--- src/rtl/core/robust_selection_cost_eval_defines.svh ---
// assertion macros for the robust selection cost evaluator
`ifndef ROBUST_SELECTION_COST_EVAL_DEFINES_SVH
`define ROBUST_SELECTION_COST_EVAL_DEFINES_SVH

`ifndef SYNTH
// same-cycle implication, reported by $error
`define RSCE_ASSERT_IMPL(lbl, ck, rn, ante, cons, msg) \
    lbl: assert property (@(posedge ck) disable iff (!rn) (ante) |-> (cons)) \
        else $error(msg);
// next-cycle implication, reported by $error
`define RSCE_ASSERT_NEXT(lbl, ck, rn, ante, cons, msg) \
    lbl: assert property (@(posedge ck) disable iff (!rn) (ante) |=> (cons)) \
        else $error(msg);
`else
`define RSCE_ASSERT_IMPL(lbl, ck, rn, ante, cons, msg)
`define RSCE_ASSERT_NEXT(lbl, ck, rn, ante, cons, msg)
`endif

`endif

--- src/rtl/core/rsce_pkg.sv ---
// shared types and constants of the robust selection cost evaluator
package rsce_pkg;

    // field widths
    localparam int COST_W    = 16;
    localparam int INDEX_W   = 6;
    localparam int MODE_W    = 2;
    localparam int CNT_W     = 7;
    localparam int SUM_W     = 21;
    localparam int TOT_W     = 22;
    localparam int MASK_W    = 64;
    localparam int CFG_IDX_W = 1;
    localparam int TREE_LEAVES = 64;

    // saturation limits
    localparam logic [SUM_W-1:0] SUM_MAX   = 21'h1FFFFF;
    localparam logic [CNT_W-1:0] COUNT_MAX = 7'd127;

    // input item modes
    localparam logic [MODE_W-1:0] MODE_CLEAR = 2'd0;
    localparam logic [MODE_W-1:0] MODE_FIRST = 2'd1;
    localparam logic [MODE_W-1:0] MODE_SCEN  = 2'd2;

    // configuration register indexes
    localparam logic [CFG_IDX_W-1:0] CFG_MASK = 1'd0;
    localparam logic [CFG_IDX_W-1:0] CFG_PICK = 1'd1;

    typedef struct packed {
        logic [MODE_W-1:0]  mode;
        logic [INDEX_W-1:0] item_index;
        logic [COST_W-1:0]  cost_value;
        logic               scenario_last;
    } in_item_t;

    typedef struct packed {
        logic [SUM_W-1:0] scenario_cost;
        logic [TOT_W-1:0] total_objective;
        logic             short_flag;
    } out_result_t;

    // controller to datapath
    typedef struct packed {
        logic accept;
        logic finish;
    } ctrl_cmd_t;

    // datapath to controller
    typedef struct packed {
        logic closes;
        logic out_free;
    } dp_status_t;

endpackage

--- src/rtl/core/rsce_ctrl.sv ---
// controller state machine: item transfer, tree wait and result load
module rsce_ctrl
(
    input  logic                  clk,
    input  logic                  rst_n,
    input  logic                  in_valid,
    output logic                  in_ready,
    input  rsce_pkg::dp_status_t  status,
    output rsce_pkg::ctrl_cmd_t   cmd
);

    localparam logic [2:0] ST_IDLE = 3'd0;
    localparam logic [2:0] ST_SUM1 = 3'd1;
    localparam logic [2:0] ST_SUM2 = 3'd2;
    localparam logic [2:0] ST_SUM3 = 3'd3;
    localparam logic [2:0] ST_FIN  = 3'd4;

    logic [2:0] state_reg;
    logic [2:0] state_next;

    // handshake and commands
    always_comb
    begin
        in_ready   = (state_reg == ST_IDLE);
        cmd.accept = in_valid && in_ready;
        cmd.finish = (state_reg == ST_FIN) && status.out_free;
    end

    // next state
    always_comb
    begin
        state_next = state_reg;
        case (state_reg)
            ST_IDLE:
            begin
                if (cmd.accept && status.closes)
                begin
                    state_next = ST_SUM1;
                end
            end
            ST_SUM1: state_next = ST_SUM2;
            ST_SUM2: state_next = ST_SUM3;
            ST_SUM3: state_next = ST_FIN;
            ST_FIN:
            begin
                if (status.out_free)
                begin
                    state_next = ST_IDLE;
                end
            end
            default: state_next = ST_IDLE;
        endcase
    end

    // state register
    always_ff @(posedge clk or negedge rst_n)
    begin
        if (!rst_n)
        begin
            state_reg <= ST_IDLE;
        end
        else
        begin
            state_reg <= state_next;
        end
    end

endmodule

--- config.mk ---
export PLATFORM = sky130hd
export DESIGN_NAME = rsce_ctrl
export DESIGN_NICKNAME = d
export VERILOG_FILES = /design/src/rtl/core/robust_selection_cost_eval_defines.svh /design/src/rtl/core/rsce_pkg.sv /design/src/rtl/core/rsce_ctrl.sv
export SDC_FILE = /design/constraint.sdc
export NUM_CORES = 1
export LEC_CHECK = 0
export ABC_AREA = 0
export BUFFER_PORTS_ARGS = -buffer_cell sky130_fd_sc_hd__buf_4
export CELL_PAD_IN_SITES_DETAIL_PLACEMENT = 2
export CELL_PAD_IN_SITES_GLOBAL_PLACEMENT = 2
export CORE_AREA = 2 2 39 41
export DETAILED_ROUTE_END_ITERATION = 10
export DIE_AREA = 0 0 41 43
export GPL_TIMING_DRIVEN = 0
export PLACE_DENSITY_LB_ADDON = 0.1
export SLEW_MARGIN = 20
export SYNTH_ARGS = -nofsm -noshare
export SYNTH_HDL_FRONTEND = slang
export SYNTH_SLANG_ARGS = --single-unit
--- constraint.sdc ---
create_clock -name clk -period 1.66 [get_ports clk]
set_clock_uncertainty 0.1 [all_clocks]
set_input_delay 0.083 -clock clk [delete_from_list [all_inputs] [get_ports clk]]
set_output_delay 0.083 -clock clk [all_outputs]
set_load 0.02 [all_outputs]
After elaboration in Yosys (flattened, before gate mapping)
Index checks and enable logic that the tools add are counted.
- logic and storage cells: 15
- output and inout bits: 3
- register bits: 3
- equality and inequality tests: 6
- mux-type cells: 3
- reductions and logical operators: 5
- operators by type and width (cell ; count):
    3-bit case mux with 5 select lines ; 1
    3-bit by 2-bit == test with 1-bit output (second input constant) ; 2
    3-bit two-way mux ; 2
    3-bit by 1-bit == test with 1-bit output (second input constant) ; 1
    3-bit == test (second input constant) ; 1
    1-bit logical AND ; 3
    3-bit logical NOT ; 1
    2-bit by 1-bit != test with 1-bit output (second input constant) ; 1
    2-bit != test (second input constant) ; 1
    2-bit AND reduction ; 1

Logic depth before layout (Yosys ltp)
- depth after elaboration: 5
- gate-level depth with buffers: 2
- mapped depth without buffers: 2

Least setup slack after synthesis
OpenSTA, ideal clock, no wires.
- kind: register to output
- from: reg state_reg[1]
- to: out cmd[1] in the netlist's numbering
- cell stages (with the launch flop): 3
- path slack: 0.185 ns
- arrival time: 1.292 ns
- cell sequence: dfrtp_1 nor3_1 and2_1
- RTL lines (what ; line ; text):
    start: declaration ; rsce_ctrl.sv:18 ; logic [2:0] state_reg;
    start signal: assignment ; rsce_ctrl.sv:64 ; state_reg <= state_next;
    end: declaration ; rsce_ctrl.sv:9 ; output rsce_pkg::ctrl_cmd_t cmd

==> results.ini <==
[status]
status=complete, no violations

[critical_path]
end_kind=primary output
reg2reg_to=state_reg[2]$_DFFE_PN0P_
timing.rr.start=state_reg[1]$_DFFE_PN0P_
arrival_ns=1.22
r2r_cells=2
cp_slowest_cell=dfrtp_1
path_cells=nor3_1, and2_1, buf_4
required_ns=1.48
max_stage_delay_ns=0.43
crit_type=register to primary output
crit_path_start_kind=register
rrSetupSlack_ns=0.42
crit_path_max_fanout=6

[worst_hold_path]
min_delay_path_depth=3
min_path_type=input port to register
min_from=status[0]
holdPathEnd=state_reg[2]$_DFFE_PN0P_

[floorplanning]
core_um2=1384
dieArea_um2=1763
die_y_um=43
die_width_um=41
start_util=0.09855
rows=14
pin_count=8

[logic_synthesis]
syn_inst=14
yosys_warnings=0
syn_nets=19
ys_seq_area_frac=0.5505
synth.avg_cell_area_um2=9.742
ys_ff_latch=3
synth_area_um2=136.4
synthDistinctLibCells=9

[global_route]
grt_use_total=0.06734
antenna_found_initial=0
grt_pass1_wl_um=703
grt.overflow.total=0
grt_pass1_vias=156
grt_max_degree=7

[detailed_routing]
drc=0
drtAntennaViolNets=0
routed_wl_um=393
drt-initial-drc-count=0
num_vias=140
wire_per_inst_um=9.357
firstDrtPassIters=1
vias_per_cell=3.333

[sta]
fmax_mhz=714.5
worst_slew_pin_slew_ns=0.2194
post-route-period-util=0.8431
tns_ns=0
rsz0062_at_grt=no
finalMaxSlewViolations=0
finalHoldViolations=0
min_period_ns=1.400
maxSlewHeadroom=0.8526
finalSetupViolCount=0

[cts]
path_clk_slew_ns=0.03
cts_tree=yes
ctsResizeCount=0
insertion_delay_ns=0.23
cts_root_buffer=clkbuf_4
clock_sinks=3
numCtsBuffers=3
post-cts-setup-buffers=0
htreeDepth=1
clockBufferDepth=2

[final_layout]
drive_gt1_frac=0.3846
diodes=0
final_nets=32
area_delta_synth_final_pct=79.82
largest_reg_flops=3
fin_util=0.1772

[job]
maxCapViolCount=0

[power_and_ir_drop]
ir_drop_mv=0.4870
powerDensity_nw_per_um2=1913
p_leak_nw=0.1095

[placed_design]
gp_congestion=0.6075
portBuffers=7
hpwl_um=323.5

## power breakdown
part | switching [mW] | internal, mW | total (mW)
sequential | 0.0559 | 0.110 | 0.166
combinational | 0.0913 | 0.0883 | 0.180
clock | 0.0341 | 0.0898 | 0.124
## cells in the final DEF, fill, tap and decap left out
| cell type | instances |
|---|---|
| a21oi_1 | 1 |
| and2_1 | 1 |
| buf_4 | 7 |
| clkbuf_1 | 1 |
| clkbuf_4 | 3 |
| dfrtp_1 | 3 |
| dlygate4sd3_1 | 1 |
| nand2_1 | 2 |
| nor2_1 | 1 |
| nor3_1 | 3 |
| o21ai_0 | 1 |
| or4b_1 | 1 |
| xnor2_1 | 1 |
## kinds of logic after synthesis
group	after synthesis	synth area share
flops	3	0.5504
simple gates	8	0.3119
compound gates	2	0.07332
xor+xnor	1	0.06423
## timing repair
item                                    in CTS  in global routing
hold endpoints to repair                     3                  0
hold buffers                                 1                  0
endpoints found under the setup margin       0                  0
## worst max-delay path by stage
| stage | slack (ns) | end | startpoint |
|---|---|---|---|
| after global placement | 0.41 | state_reg[2]$_DFFE_PN0P_ | state_reg[1]$_DFFE_PN0P_ |
| final | 0.26 | cmd[1] | state_reg[1]$_DFFE_PN0P_ |
| after detailed placement | 0.42 | state_reg[2]$_DFFE_PN0P_ | state_reg[1]$_DFFE_PN0P_ |
| after floorplan | 0.18 | cmd[1] | state_reg[1]$_DFFE_PN0P_ |
| after global routing | 0.14 | cmd[1] | state_reg[1]$_DFFE_PN0P_ |
| after CTS | 0.23 | cmd[1] | state_reg[1]$_DFFE_PN0P_ |
## metal layers
layer	GRT usage	up-vias	part of all wire	wire length [um]
met2	0.07813	6	0.49	192
li1	-	72	-	-
met5	0	-	0	0
met4	0.1000	0	0	0
met1	0.07742	62	0.41	162
met3	0.01571	0	0.099	39
## synthesized netlist by cell type
library cell	n	area share
dfrtp_1	3	0.55
nor3_1	3	0.11
nand2_1	2	0.055
a21oi_1	1	0.037
and2_1	1	0.046
nor2_1	1	0.027
o21ai_0	1	0.037
or4b_1	1	0.073
xnor2_1	1	0.064
## through the flow
step                      cells  setup slack (ns)  cell area, um^2  hold slack [ns]  total power, mW
after global routing         42            0.1442            245.2          0.07634           0.5242
after floorplan              14            0.1849            136.4          -0.3126           0.2626
final                        42            0.2604            245.2          0.05410           0.4692
after detailed placement     37            0.4154            209.0          -0.2253           0.3563
after CTS                    42            0.2293            245.2          0.06029           0.4903
after global placement       37            0.4084            209.0          -0.2272           0.3471
## critical path: cells and delay by family (launching register included)
kind,cells,cell delay (ns)
simple gates,2,0.43
flops,1,0.43
buf+inv,1,0.13
## final cells by class
cell class                      instances  area (um^2)
Fill cell                             171         1139
Sequential cell                         3        75.07
Timing Repair Buffer                    8        62.56
Multi-Input combinational cell         11        61.31
Clock buffer                            4        26.28
Tap cell                               16        20.02
No activity file was read; power rests on OpenSTA's default activity.
